$ cat src/rtl/core/lfoem_pkg.sv
package lfoem_pkg;

   // default sizes for the top-level parameters
   localparam int DEF_PHASE_BITS = 24;
   localparam int DEF_FRAME_BITS = 24;
   localparam int DEF_SINE_DEPTH = 256;

   // configuration port
   localparam int CFG_W       = 24;
   localparam int CSR_INDEX_W = 3;

   localparam logic [CSR_INDEX_W-1:0] REG_DELAY_FRAMES    = 3'd0;
   localparam logic [CSR_INDEX_W-1:0] REG_ATTACK_FRAMES   = 3'd1;
   localparam logic [CSR_INDEX_W-1:0] REG_ATTACK_GAIN     = 3'd2;
   localparam logic [CSR_INDEX_W-1:0] REG_PHASE_INCREMENT = 3'd3;
   localparam logic [CSR_INDEX_W-1:0] REG_WAVE_SHAPE      = 3'd4;
   localparam logic [CSR_INDEX_W-1:0] REG_MOD_AMOUNT      = 3'd5;
   localparam logic [CSR_INDEX_W-1:0] REG_MULTIPLY_MODE   = 3'd6;

   // shared multiplier B operand width (holds wave*mod and Q0.24 gain)
   localparam int MUL_B_W = 32;

   // Q1.24 unity envelope
   localparam logic [24:0] ENV_ONE = 25'h100_0000;

   localparam logic signed [15:0] Q15_MAX = 16'sh7FFF;
   localparam logic signed [15:0] Q15_MIN = -16'sh8000;

   // quarter-wave sine build (Q30 Taylor series)
   localparam longint Q30_ONE     = 64'd1073741824;
   localparam longint HALF_PI_Q30 = 64'd1686629713;
   localparam longint TAYLOR_DIV [1:6] = '{64'd6, 64'd20, 64'd42, 64'd72, 64'd110, 64'd156};

   typedef enum logic [1:0] {
      STAGE_OFF,
      STAGE_DELAY,
      STAGE_ATTACK,
      STAGE_SUSTAIN
   } env_stage_type;

   typedef enum logic [1:0] {
      WAVE_SINE,
      WAVE_TRIANGLE,
      WAVE_SAW,
      WAVE_SQUARE
   } wave_shape_type;

   typedef enum logic [2:0] {
      SEQ_IDLE,
      SEQ_ENV_MUL,
      SEQ_ENV_CAP,
      SEQ_WAVE_MUL,
      SEQ_LFO_MUL,
      SEQ_LFO,
      SEQ_GAIN_MUL,
      SEQ_FINISH
   } seq_state_type;

   // per-transaction strobes to the envelope and oscillator
   typedef struct packed {
      logic trigger;
      logic step;
   } item_ctrl_type;

   // one table entry from its Q30 angle; elaboration only
   function automatic logic [15:0] sine_entry(input longint angle);
      longint term;
      longint sum;
      term = angle;
      sum  = angle;
      for (int k = 1; k <= 6; k++) begin
         term = term * angle / Q30_ONE;
         term = term * angle / Q30_ONE;
         term = -term / TAYLOR_DIV[k];
         sum  = sum + term;
      end
      if (sum < 0) begin
         sum = 0;
      end
      return 16'((sum * 64'd32767 + (Q30_ONE / 2)) / Q30_ONE);
   endfunction

   function automatic logic signed [15:0] sat_q15(input logic signed [17:0] v);
      if (v > 18'sd32767) begin
         return Q15_MAX;
      end else if (v < -18'sd32768) begin
         return Q15_MIN;
      end
      return v[15:0];
   endfunction

endpackage

$ cat src/rtl/core/lfoem_env.sv
module lfoem_env
   import lfoem_pkg::*;
#(
   parameter int FRAME_BITS = DEF_FRAME_BITS
) (
   input  logic                  clock,
   input  logic                  reset,
   input  item_ctrl_type         ctrl,
   input  logic [CFG_W-1:0]      delay_frames,
   input  logic [CFG_W-1:0]      attack_frames,
   output env_stage_type         stage,
   output logic [FRAME_BITS-1:0] frame_count
);

   env_stage_type         stage_ff, stage_in;
   logic [FRAME_BITS-1:0] frame_ff, frame_in;
   logic [FRAME_BITS-1:0] length_ff, length_in;

   logic [FRAME_BITS-1:0] delay_len;
   logic [FRAME_BITS-1:0] attack_len;
   logic [FRAME_BITS:0]   next_count;

   assign delay_len  = FRAME_BITS'(delay_frames);
   assign attack_len = FRAME_BITS'(attack_frames);
   // one bit wider so the end-of-stage compare never wraps
   assign next_count = {1'b0, frame_ff} + {{FRAME_BITS{1'b0}}, 1'b1};

   always_comb begin
      stage_in  = stage_ff;
      frame_in  = frame_ff;
      length_in = length_ff;
      if (ctrl.trigger) begin
         frame_in = '0;
         if (delay_frames != '0) begin
            stage_in  = STAGE_DELAY;
            length_in = delay_len;
         end else if (attack_frames != '0) begin
            stage_in  = STAGE_ATTACK;
            length_in = attack_len;
         end else begin
            stage_in  = STAGE_SUSTAIN;
            length_in = '0;
         end
      end else if (ctrl.step) begin
         case (stage_ff)
            STAGE_DELAY: begin
               frame_in = next_count[FRAME_BITS-1:0];
               if (next_count > {1'b0, length_ff}) begin
                  frame_in = '0;
                  if (attack_frames != '0) begin
                     stage_in  = STAGE_ATTACK;
                     length_in = attack_len;
                  end else begin
                     stage_in  = STAGE_SUSTAIN;
                     length_in = '0;
                  end
               end
            end
            STAGE_ATTACK: begin
               frame_in = next_count[FRAME_BITS-1:0];
               if (next_count >= {1'b0, length_ff}) begin
                  frame_in  = '0;
                  stage_in  = STAGE_SUSTAIN;
                  length_in = '0;
               end
            end
            default: begin
            end
         endcase
      end
   end

   always_ff @(posedge clock) begin
      if (reset) begin
         stage_ff  <= STAGE_OFF;
         frame_ff  <= '0;
         length_ff <= '0;
      end else begin
         stage_ff  <= stage_in;
         frame_ff  <= frame_in;
         length_ff <= length_in;
      end
   end

   assign stage       = stage_ff;
   assign frame_count = frame_ff;

endmodule

$ cat src/rtl/core/lfoem_wave.sv
module lfoem_wave
   import lfoem_pkg::*;
#(
   parameter int PHASE_BITS       = DEF_PHASE_BITS,
   parameter int SINE_TABLE_DEPTH = DEF_SINE_DEPTH
) (
   input  logic               clock,
   input  logic               reset,
   input  item_ctrl_type      ctrl,
   input  logic [CFG_W-1:0]   phase_increment,
   input  wave_shape_type     wave_shape,
   output logic signed [15:0] wave
);

   localparam int SUM_W      = ((PHASE_BITS > CFG_W) ? PHASE_BITS : CFG_W) + 1;
   localparam int QUAD_DEPTH = 4 * SINE_TABLE_DEPTH;
   localparam int IDX_W      = $clog2(QUAD_DEPTH);
   localparam int SCALE_W    = $clog2(QUAD_DEPTH + 1);
   localparam int SCALED_W   = PHASE_BITS + SCALE_W;
   localparam int ADDR_W     = $clog2(SINE_TABLE_DEPTH + 1);
   localparam int ROM_W      = $clog2(SINE_TABLE_DEPTH);

   localparam logic [IDX_W-1:0]  ONE_QUAD   = IDX_W'(SINE_TABLE_DEPTH);
   localparam logic [IDX_W-1:0]  TWO_QUAD   = IDX_W'(2 * SINE_TABLE_DEPTH);
   localparam logic [IDX_W-1:0]  THREE_QUAD = IDX_W'(3 * SINE_TABLE_DEPTH);
   localparam logic [ADDR_W-1:0] PEAK_ADDR  = ADDR_W'(SINE_TABLE_DEPTH);

   // quarter-wave table, constant
   logic [15:0] sine_rom [SINE_TABLE_DEPTH];

   for (genvar gi = 0; gi < SINE_TABLE_DEPTH; gi++) begin : g_rom
      localparam longint ANGLE = (HALF_PI_Q30 * gi) / SINE_TABLE_DEPTH;
      assign sine_rom[gi] = sine_entry(ANGLE);
   end

   // phase accumulator
   logic [PHASE_BITS-1:0] phase_ff, phase_in;
   logic [SUM_W-1:0]      phase_sum;

   assign phase_sum = SUM_W'(phase_ff) + SUM_W'(phase_increment);

   always_comb begin
      phase_in = phase_ff;
      if (ctrl.trigger) begin
         phase_in = '0;
      end else if (ctrl.step) begin
         phase_in = phase_sum[PHASE_BITS-1:0];
      end
   end

   always_ff @(posedge clock) begin
      if (reset) begin
         phase_ff <= '0;
      end else begin
         phase_ff <= phase_in;
      end
   end

   // stage 1: quadrant, table address, non-sine shapes
   logic [PHASE_BITS+15:0] u_wide;
   logic [15:0]            u;
   logic [SCALED_W-1:0]    scaled;
   logic [IDX_W-1:0]       idx;
   logic [IDX_W-1:0]       k_wide;
   logic [1:0]             quad;
   logic [ADDR_W-1:0]      k_addr;
   logic [ADDR_W-1:0]      addr_comb;
   logic signed [17:0]     tri_val;
   logic signed [15:0]     alt_comb;

   assign u_wide = {phase_ff, 16'h0000};
   assign u      = u_wide[PHASE_BITS+15:PHASE_BITS];
   assign scaled = SCALED_W'(phase_ff) * SCALED_W'(QUAD_DEPTH);
   assign idx    = scaled[PHASE_BITS+IDX_W-1:PHASE_BITS];

   always_comb begin
      if (idx >= THREE_QUAD) begin
         quad   = 2'd3;
         k_wide = idx - THREE_QUAD;
      end else if (idx >= TWO_QUAD) begin
         quad   = 2'd2;
         k_wide = idx - TWO_QUAD;
      end else if (idx >= ONE_QUAD) begin
         quad   = 2'd1;
         k_wide = idx - ONE_QUAD;
      end else begin
         quad   = 2'd0;
         k_wide = idx;
      end
   end

   // falling quadrants read the table backwards; the peak sits past its end
   assign k_addr    = ADDR_W'(k_wide);
   assign addr_comb = quad[0] ? (PEAK_ADDR - k_addr) : k_addr;

   always_comb begin
      if (u <= 16'd16384) begin
         tri_val = $signed({1'b0, u, 1'b0});
      end else if (u <= 16'd49152) begin
         tri_val = 18'sd65536 - $signed({1'b0, u, 1'b0});
      end else begin
         tri_val = $signed({u[15], u, 1'b0});
      end
   end

   always_comb begin
      case (wave_shape)
         WAVE_TRIANGLE: alt_comb = sat_q15(tri_val);
         WAVE_SAW:      alt_comb = $signed(u);
         WAVE_SQUARE:   alt_comb = (u > 16'd32768) ? -16'sd32767 : 16'sd32767;
         default:       alt_comb = '0;
      endcase
   end

   logic [ADDR_W-1:0]  addr_ff;
   logic               neg_ff;
   logic signed [15:0] alt_ff;

   always_ff @(posedge clock) begin
      addr_ff <= addr_comb;
      neg_ff  <= quad[1];
      alt_ff  <= alt_comb;
   end

   // stage 2: table read
   logic [15:0]        rom_ff;
   logic               neg2_ff;
   logic signed [15:0] alt2_ff;

   always_ff @(posedge clock) begin
      if (addr_ff == PEAK_ADDR) begin
         rom_ff <= 16'h7FFF;
      end else begin
         rom_ff <= sine_rom[addr_ff[ROM_W-1:0]];
      end
      neg2_ff <= neg_ff;
      alt2_ff <= alt_ff;
   end

   // stage 3: sign and shape select
   logic signed [15:0] wave_ff, wave_in;

   always_comb begin
      if (wave_shape == WAVE_SINE) begin
         wave_in = neg2_ff ? -$signed(rom_ff) : $signed(rom_ff);
      end else begin
         wave_in = alt2_ff;
      end
   end

   always_ff @(posedge clock) begin
      wave_ff <= wave_in;
   end

   assign wave = wave_ff;

endmodule

$ cat src/rtl/core/lfoem_mul.sv
module lfoem_mul #(
   parameter int A_W = 26,
   parameter int B_W = 32
) (
   input  logic                        clock,
   input  logic                        load,
   input  logic signed [A_W-1:0]       a,
   input  logic signed [B_W-1:0]       b,
   output logic signed [A_W+B_W-1:0]   prod
);

   logic signed [A_W+B_W-1:0] prod_ff, prod_in;

   // holds its product until the next load
   assign prod_in = load ? (A_W + B_W)'(a * b) : prod_ff;

   always_ff @(posedge clock) begin
      prod_ff <= prod_in;
   end

   assign prod = prod_ff;

endmodule

$ cat src/rtl/core/lfo_envelope_modulator.sv
// Trigger transaction: taken directly in IDLE, gives no result; ready again next cycle.
// Sample transaction: ENV_MUL to LFO, GAIN_MUL in multiply mode, FINISH loads the result.
// A new sample is taken only once the last one has left FINISH; its passes go through the
//   single shared multiplier, and req_ready is low while a sample is in work.
// Reset (synchronous): config registers zero, envelope off, phase zero, no result pending.
//   The sine table is constant, so no clearing pass follows reset.
module lfo_envelope_modulator
   import lfoem_pkg::*;
#(
   parameter int PHASE_BITS       = DEF_PHASE_BITS,
   parameter int FRAME_BITS       = DEF_FRAME_BITS,
   parameter int SINE_TABLE_DEPTH = DEF_SINE_DEPTH
) (
   input  logic                   clock,
   input  logic                   reset,
   // input transactions
   input  logic                   req_valid,
   output logic                   req_ready,
   input  logic                   req_mode,
   input  logic signed [15:0]     req_sample_in,
   // result transactions
   output logic                   rsp_valid,
   input  logic                   rsp_ready,
   output logic signed [15:0]     rsp_sample_out,
   output logic                   rsp_envelope_active,
   // register writes
   input  logic                   csr_write_en,
   input  logic [CSR_INDEX_W-1:0] csr_index,
   input  logic [CFG_W-1:0]       csr_wdata
);

   // Shared multiplier: A holds a frame count, wave, Q1.24 envelope or sample; B holds the
   // attack gain, mod, wave*mod or 0.5+lfo. One extra bit keeps unsigned values positive.
   localparam int MUL_A_W = ((FRAME_BITS > 25) ? FRAME_BITS : 25) + 1;
   localparam int MUL_P_W = MUL_A_W + MUL_B_W;

   localparam logic [MUL_P_W-1:0] LFO_ROUND  = MUL_P_W'(1) << 39;
   localparam logic [MUL_P_W-1:0] GAIN_ROUND = MUL_P_W'(1) << 14;

   // ------------------------------------------------------------------
   // Configuration registers
   // ------------------------------------------------------------------
   logic [CFG_W-1:0]   delay_frames_ff, delay_frames_in;
   logic [CFG_W-1:0]   attack_frames_ff, attack_frames_in;
   logic [CFG_W-1:0]   attack_gain_ff, attack_gain_in;
   logic [CFG_W-1:0]   phase_increment_ff, phase_increment_in;
   wave_shape_type     wave_shape_ff, wave_shape_in;
   logic signed [15:0] mod_amount_ff, mod_amount_in;
   logic               multiply_mode_ff, multiply_mode_in;

   always_comb begin
      delay_frames_in    = delay_frames_ff;
      attack_frames_in   = attack_frames_ff;
      attack_gain_in     = attack_gain_ff;
      phase_increment_in = phase_increment_ff;
      wave_shape_in      = wave_shape_ff;
      mod_amount_in      = mod_amount_ff;
      multiply_mode_in   = multiply_mode_ff;
      if (csr_write_en) begin
         case (csr_index)
            REG_DELAY_FRAMES:    delay_frames_in    = csr_wdata;
            REG_ATTACK_FRAMES:   attack_frames_in   = csr_wdata;
            REG_ATTACK_GAIN:     attack_gain_in     = csr_wdata;
            REG_PHASE_INCREMENT: phase_increment_in = csr_wdata;
            REG_WAVE_SHAPE:      wave_shape_in      = wave_shape_type'(csr_wdata[1:0]);
            REG_MOD_AMOUNT:      mod_amount_in      = $signed(csr_wdata[15:0]);
            REG_MULTIPLY_MODE:   multiply_mode_in   = csr_wdata[0];
            default: begin
            end
         endcase
      end
   end

   always_ff @(posedge clock) begin
      if (reset) begin
         delay_frames_ff    <= '0;
         attack_frames_ff   <= '0;
         attack_gain_ff     <= '0;
         phase_increment_ff <= '0;
         wave_shape_ff      <= WAVE_SINE;
         mod_amount_ff      <= '0;
         multiply_mode_ff   <= 1'b0;
      end else begin
         delay_frames_ff    <= delay_frames_in;
         attack_frames_ff   <= attack_frames_in;
         attack_gain_ff     <= attack_gain_in;
         phase_increment_ff <= phase_increment_in;
         wave_shape_ff      <= wave_shape_in;
         mod_amount_ff      <= mod_amount_in;
         multiply_mode_ff   <= multiply_mode_in;
      end
   end

   // ------------------------------------------------------------------
   // Sequencer
   //   IDLE      take a transaction; a trigger is handled here directly
   //   ENV_MUL   frame_count * attack_gain
   //   ENV_CAP   pick envelope for the stage, clip the attack ramp at 1.0
   //   WAVE_MUL  wave * mod_amount (wave pipeline has settled by now)
   //   LFO_MUL   envelope * (wave * mod)
   //   LFO       round and drop 40 fraction bits -> Q1.15 lfo
   //   GAIN_MUL  sample * (0.5 + lfo), multiply mode only
   //   FINISH    saturate, load result register, step envelope and phase
   // ------------------------------------------------------------------
   seq_state_type state_ff, state_in;

   logic accept;
   logic finish_fire;

   item_ctrl_type                ctrl;
   env_stage_type                stage;
   logic [FRAME_BITS-1:0]        frame_count;
   logic signed [15:0]           wave;

   logic                         mul_load;
   logic signed [MUL_A_W-1:0]    mul_a;
   logic signed [MUL_B_W-1:0]    mul_b;
   logic signed [MUL_P_W-1:0]    prod;

   logic signed [15:0]           sample_ff, sample_in;
   logic [24:0]                  env_ff, env_in;
   logic signed [16:0]           lfo_ff, lfo_in;

   logic                         rsp_valid_ff, rsp_valid_in;
   logic signed [15:0]           rsp_sample_ff, rsp_sample_in;
   logic                         rsp_active_ff, rsp_active_in;

   assign accept      = req_valid & req_ready;
   assign finish_fire = (state_ff == SEQ_FINISH) & (~rsp_valid_ff | rsp_ready);

   // next state
   always_comb begin
      state_in = state_ff;
      case (state_ff)
         SEQ_IDLE: begin
            if (accept && !req_mode) begin
               state_in = SEQ_ENV_MUL;
            end
         end
         SEQ_ENV_MUL:  state_in = SEQ_ENV_CAP;
         SEQ_ENV_CAP:  state_in = SEQ_WAVE_MUL;
         SEQ_WAVE_MUL: state_in = SEQ_LFO_MUL;
         SEQ_LFO_MUL:  state_in = SEQ_LFO;
         SEQ_LFO:      state_in = multiply_mode_ff ? SEQ_GAIN_MUL : SEQ_FINISH;
         SEQ_GAIN_MUL: state_in = SEQ_FINISH;
         SEQ_FINISH: begin
            if (finish_fire) begin
               state_in = SEQ_IDLE;
            end
         end
         default:      state_in = SEQ_IDLE;
      endcase
   end

   always_ff @(posedge clock) begin
      if (reset) begin
         state_ff <= SEQ_IDLE;
      end else begin
         state_ff <= state_in;
      end
   end

   // sequencer outputs: handshake, strobes and multiplier operands
   logic signed [16:0] gain;

   assign gain = 17'sd16384 + lfo_ff;

   always_comb begin
      req_ready    = (state_ff == SEQ_IDLE);
      ctrl.trigger = accept & req_mode;
      ctrl.step    = finish_fire;
      mul_load     = 1'b0;
      mul_a        = '0;
      mul_b        = '0;
      case (state_ff)
         SEQ_ENV_MUL: begin
            mul_load = 1'b1;
            mul_a    = $signed(MUL_A_W'(frame_count));
            mul_b    = $signed(MUL_B_W'(attack_gain_ff));
         end
         SEQ_WAVE_MUL: begin
            mul_load = 1'b1;
            mul_a    = MUL_A_W'(wave);
            mul_b    = MUL_B_W'(mod_amount_ff);
         end
         SEQ_LFO_MUL: begin
            mul_load = 1'b1;
            mul_a    = MUL_A_W'($signed({1'b0, env_ff}));
            mul_b    = $signed(prod[MUL_B_W-1:0]);
         end
         SEQ_GAIN_MUL: begin
            mul_load = 1'b1;
            mul_a    = MUL_A_W'(sample_ff);
            mul_b    = MUL_B_W'(gain);
         end
         default: begin
         end
      endcase
   end

   // ------------------------------------------------------------------
   // Datapath
   // ------------------------------------------------------------------
   logic [MUL_P_W-1:0]  lfo_sum;
   logic [MUL_P_W-1:0]  gain_sum;
   logic signed [16:0]  gain_q15;
   logic signed [15:0]  result;

   assign lfo_sum  = $unsigned(prod) + LFO_ROUND;
   assign gain_sum = $unsigned(prod) + GAIN_ROUND;
   assign gain_q15 = $signed(gain_sum[31:15]);

   always_comb begin
      if (multiply_mode_ff) begin
         result = sat_q15(18'(gain_q15));
      end else begin
         result = sat_q15(18'(sample_ff) + 18'(lfo_ff));
      end
   end

   always_comb begin
      sample_in = sample_ff;
      env_in    = env_ff;
      lfo_in    = lfo_ff;
      if (accept) begin
         sample_in = req_sample_in;
      end
      if (state_ff == SEQ_ENV_CAP) begin
         case (stage)
            STAGE_ATTACK: begin
               if ($unsigned(prod) > MUL_P_W'(ENV_ONE)) begin
                  env_in = ENV_ONE;
               end else begin
                  env_in = prod[24:0];
               end
            end
            STAGE_SUSTAIN: env_in = ENV_ONE;
            default:       env_in = '0;
         endcase
      end
      if (state_ff == SEQ_LFO) begin
         lfo_in = $signed(lfo_sum[56:40]);
      end
   end

   always_ff @(posedge clock) begin
      sample_ff <= sample_in;
      env_ff    <= env_in;
      lfo_ff    <= lfo_in;
   end

   // result register: the next transaction may be taken while this one waits
   always_comb begin
      rsp_valid_in  = rsp_valid_ff & ~rsp_ready;
      rsp_sample_in = rsp_sample_ff;
      rsp_active_in = rsp_active_ff;
      if (finish_fire) begin
         rsp_valid_in  = 1'b1;
         rsp_sample_in = result;
         // stage is still the pre-step one; a step never returns to off
         rsp_active_in = (stage != STAGE_OFF);
      end
   end

   always_ff @(posedge clock) begin
      if (reset) begin
         rsp_valid_ff <= 1'b0;
      end else begin
         rsp_valid_ff <= rsp_valid_in;
      end
      rsp_sample_ff <= rsp_sample_in;
      rsp_active_ff <= rsp_active_in;
   end

   assign rsp_valid           = rsp_valid_ff;
   assign rsp_sample_out      = rsp_sample_ff;
   assign rsp_envelope_active = rsp_active_ff;

   // ------------------------------------------------------------------
   // Units
   // ------------------------------------------------------------------
   lfoem_env #(
      .FRAME_BITS (FRAME_BITS)
   ) u_env (
      .clock         (clock),
      .reset         (reset),
      .ctrl          (ctrl),
      .delay_frames  (delay_frames_ff),
      .attack_frames (attack_frames_ff),
      .stage         (stage),
      .frame_count   (frame_count)
   );

   lfoem_wave #(
      .PHASE_BITS       (PHASE_BITS),
      .SINE_TABLE_DEPTH (SINE_TABLE_DEPTH)
   ) u_wave (
      .clock           (clock),
      .reset           (reset),
      .ctrl            (ctrl),
      .phase_increment (phase_increment_ff),
      .wave_shape      (wave_shape_ff),
      .wave            (wave)
   );

   lfoem_mul #(
      .A_W (MUL_A_W),
      .B_W (MUL_B_W)
   ) u_mul (
      .clock (clock),
      .load  (mul_load),
      .a     (mul_a),
      .b     (mul_b),
      .prod  (prod)
   );

endmodule

$ cat config.mk
export PLATFORM = sky130hd
export DESIGN_NAME = lfo_envelope_modulator
export DESIGN_NICKNAME = d
export VERILOG_FILES = /design/src/rtl/core/lfoem_pkg.sv /design/src/rtl/core/lfoem_env.sv /design/src/rtl/core/lfoem_wave.sv /design/src/rtl/core/lfoem_mul.sv /design/src/rtl/core/lfo_envelope_modulator.sv
export SDC_FILE = /design/constraint.sdc
export NUM_CORES = 2
export LEC_CHECK = 0
export BUFFER_PORTS_ARGS = -buffer_cell sky130_fd_sc_hd__buf_2
export CORE_MARGIN = 2
export CORE_UTILIZATION = 60
export CTS_BUF_LIST = sky130_fd_sc_hd__clkbuf_16
export DETAILED_ROUTE_END_ITERATION = 16
export HOLD_SLACK_MARGIN = 0.08
export PLACE_DENSITY = 0.88
export SLEW_MARGIN = 30
export SYNTH_ARGS = -nofsm -noshare
export SYNTH_HDL_FRONTEND = slang
export SYNTH_SLANG_ARGS = --single-unit
export TNS_END_PERCENT = 10
$ cat constraint.sdc
create_clock -name clock -period 8.98 [get_ports clock]
set_clock_uncertainty 0.15 [all_clocks]
set_input_delay 0.898 -clock clock [delete_from_list [all_inputs] [get_ports clock]]
set_output_delay 0.898 -clock clock [all_outputs]
set_load 0.1 [all_outputs]
==> out/results.tsv <==
stage	metric	value	unit
yosys	ys flop type	dfxtp_1	
power_and_ir_drop	internal power	2.96	mW
run_status	run status	completed	
global_route	GR Overflow Total	0	
floorplan	IO Pins	68	
sta	Period minus WS final	8.87	ns
yosys	Post-Syn Area	0.0520	mm^2
power_and_ir_drop	Leakage	26.1	nW
run	total of max-cap violations	0	
clock_tree	Num CTS Buffers	43	
power_and_ir_drop	Sw Share	0.289	
clock_tree	Reg clk slew, reported paths	0.06	ns
yosys	Synth cell types	89	
floorplan	DIE HEIGHT	298	um
final_layout	Final #Nets	7238	
final_layout	area added between synthesis and finish	7.89	%
worst_setup_path	CP Launch Type	register	
place	DP Area	0.0543	mm^2
detailed_routing	DR vias	46024	
yosys	Mapped Nets	7265	
floorplan	number of core rows	107	
detailed_routing	average wire per standard cell	24.2	um
worst_setup_path	Worst Path Arrival	9.04	ns
final_layout	most frequent cells in the layout	nand2_1, inv_1, fa_1	
global_route	initial antenna violation count	11	
sta	Slew Limit Fails	0	
worst_setup_path	slowest CP cell	fa_1	
place	routability congestion estimate	1.04	
yosys	Syn. warnings	0	
clock_tree	clk_lat worst skew	0.59	ns
place	dpl hpwl	135000	um
sta	worst slew pin tran	1.01	ns
worst_setup_path	Crit path largest cell delay	0.56	ns
hold_path	hold crit path type	register to register	
yosys	Mapped Cells	6105	
place	pre-CTS setup slack	-0.140	ns
worst_setup_path	Critical Path End Type	register	
global_route	gr usage total	0.393	
yosys	Avg Inst Size Synth	8.51	um^2
floorplan	Die X	298	um
floorplan	Die Footprint	0.0890	mm^2
clock_tree	H-tree depth	2	
detailed_routing	DRC	0	
sta	period utilization	0.987	
final_layout	final instance area	0.0561	mm^2
floorplan	Initial Utilization	0.607	
final_layout	layout cell share with drive strength beyond 1	0.0761	
power_and_ir_drop	clock network power share	0.407	
global_route	largest net degree at the start of global routing	94	
sta	setup TNS	0	ns
yosys	async set-or-reset flop fraction in the synthesized netlist	0	
worst_setup_path	most used cell, CP	fa_1	
detailed_routing	drt via density	6.34	
floorplan	Core Region	0.0855	mm^2
final_layout	non-filler cells, final	7262	
final_layout	commonest non-fill, non-tap cell in the layout	nand2_1	
power_and_ir_drop	Sw Pwr	1.20	mW
yosys	EDFF count, synth	133	
yosys	Seq/Total Area, Yosys	0.180	
power_and_ir_drop	worst vdd ir	0.136	mV
sta	Final setup viols	0	
detailed_routing	Iteration-0 DRC Markers	6158	
place	# port buffers	67	
clock_tree	CTS sink cnt	400	
clock_tree	Max Root-Sink Buffers	3	
sta	final hold violations	0	
global_route	first-pass GRT wire length	268000	um
sta	post-route setup slack	0.114	ns
detailed_routing	DR pass1 iterations	8	
power_and_ir_drop	Combinational Power Share	0.116	
sta	RSZ-0062 raised after global routing	true	
final_layout	Final Core Density	0.655	
place	placed insts	7160	
detailed_routing	Routed Antenna Nets	0	
sta	Slew Limit Headroom	0.324	
sta	Max Fclk	113	MHz
clock_tree	# hold bufs at CTS	0	
clock_tree	CTS root buf	clkbuf_16	
power_and_ir_drop	register share of total power	0.477	
worst_setup_path	Req. time, crit path	9.16	ns
global_route	number of global-route vias before repair	46421	
detailed_routing	Detailed Route WL	176000	um
yosys	number of synthesized register bits	400	
clock_tree	CTS tree	yes	
power_and_ir_drop	PD cells	74.3	mW/mm^2
worst_setup_path	crit-path max FO	28	
worst_setup_path	critical path class	register to register	
[final timing paths]
kind | startpoint | to | slack (ns) | cells past startpoint
max reg2reg | state_ff[1] | u_mul.prod[53] | 0.11 | 30
max | state_ff[1] | u_mul.prod[53] | 0.11 | 30
min reg2reg | u_wave.alt_ff[11] | u_wave.alt2_ff[11] | 0.18 | 0
min | u_wave.alt_ff[11] | u_wave.alt2_ff[11] | 0.18 | 0
[area by class of cell]
type                    instances  area [um^2]
multi-input cells            4386        37900
fillers                      6791        29500
flip-flops and latches        400         9350
inverters                     952         3570
repair buffers                295         2430
well taps                    1144         1430
clock buffers                  43         1080
clock inverters                37          244
diodes                          5         12.5
[stage by stage]
step | total power [mW] | hold WS (ns)
after global placement | 2.46 | 0.163
after CTS | 4.13 | 0.178
after floorplan | 2.26 | 0.160
after global routing | 4.26 | 0.187
after detailed placement | 2.46 | 0.163
final | 4.17 | 0.178
[per-layer routing]
metal | GRT usage | wire length, um | vias to the layer above
met5 | 0 | 52 | -
met4 | 0.246 | 12800 | 6
met3 | 0.106 | 23700 | 745
met2 | 0.588 | 76300 | 3246
met1 | 0.509 | 62800 | 22477
li1 | - | - | 19550
[registers in the layout, indices dropped and copies added, names as in the netlist, 15 cells and up]
name and flops:
u_mul.prod 58, env_ff 25, attack_frames_ff 24, attack_gain_ff 24, delay_frames_ff 24, phase_increment_ff 24, u_env.frame_count 24, u_env.length_ff 24
u_wave.phase_ff 24, lfo_ff 17, mod_amount_ff 16, rsp_sample_out 16, sample_ff 16, u_wave.alt2_ff 16, u_wave.alt_ff 16, u_wave.wave 16
u_wave.rom_ff 15
[synth_stat cells (all sizes together) (12+ instances only)]
cell | count | area (um^2)
a211oi | 48 | 365
a21o | 55 | 413
a21oi | 378 | 1890
a221o | 58 | 581
a221oi | 52 | 474
a22o | 39 | 342
a22oi | 18 | 135
a311oi | 18 | 158
a31oi | 40 | 250
and2 | 50 | 315
and3 | 33 | 211
buf | 54 | 241
clkbuf | 315 | 1180
dfxtp | 267 | 5350
edfxtp | 133 | 3990
fa | 856 | 17100
ha | 255 | 3190
inv | 950 | 3570
mux2 | 12 | 161
nand2 | 1047 | 3930
nand2b | 44 | 275
nand3 | 80 | 405
nand4 | 25 | 156
nor2 | 541 | 2030
nor2b | 30 | 188
nor3 | 54 | 282
nor4 | 30 | 188
o211ai | 26 | 195
o21a | 18 | 135
o21ai | 192 | 961
o22ai | 19 | 119
o31ai | 18 | 135
or3 | 29 | 186
xnor2 | 105 | 920
xor2 | 74 | 648
[worst max-delay path, delay by kind of cell (launching register included)]
family / cells / cell delay (ns)
compound gates: 8 / 2.23
simple gates: 5 / 0.89
flops: 1 / 0.41
buf+inv: 8 / 0.84
fa+ha+maj: 8 / 3.95
xor+xnor: 1 / 0.08
[cells by family (layout without fill, tap and decap cells)]
| logic type | count (synthesis) | count (layout) | synth area share |
|---|---|---|---|
| buffers and inverters | 1321 | 1327 | 0.0962 |
| xor gates and xnor gates | 179 | 179 | 0.0302 |
| other | 0 | 5 | 0 |
| and+or+nand+nor | 2006 | 2007 | 0.164 |
| muxes | 20 | 20 | 0.00513 |
| AOI/OAI and AO/OA | 1068 | 1069 | 0.134 |
| adders and majority gates | 1111 | 1111 | 0.391 |
| DFF | 400 | 400 | 0.180 |
[timing repair]
item / in CTS / in global routing
buffers inserted: 0 / 12
pin swaps: 0 / 5
gates resized for setup: 5 / 38
hold endpoints to repair: 0 / 0
endpoints found under the setup margin: 6 / 12
cloned: 0 / 4
[power by group through the flow]
stage	Combinational [mW]	Clock (mW)	Sequential, mW
floorplan	0.268	0	1.99
global placement	0.436	0	2.02
detailed placement	0.442	0	2.02
CTS	0.447	1.70	1.98
global route	0.503	1.77	1.99
finish	0.485	1.69	1.99
No activity file was read; power rests on OpenSTA's default activity.
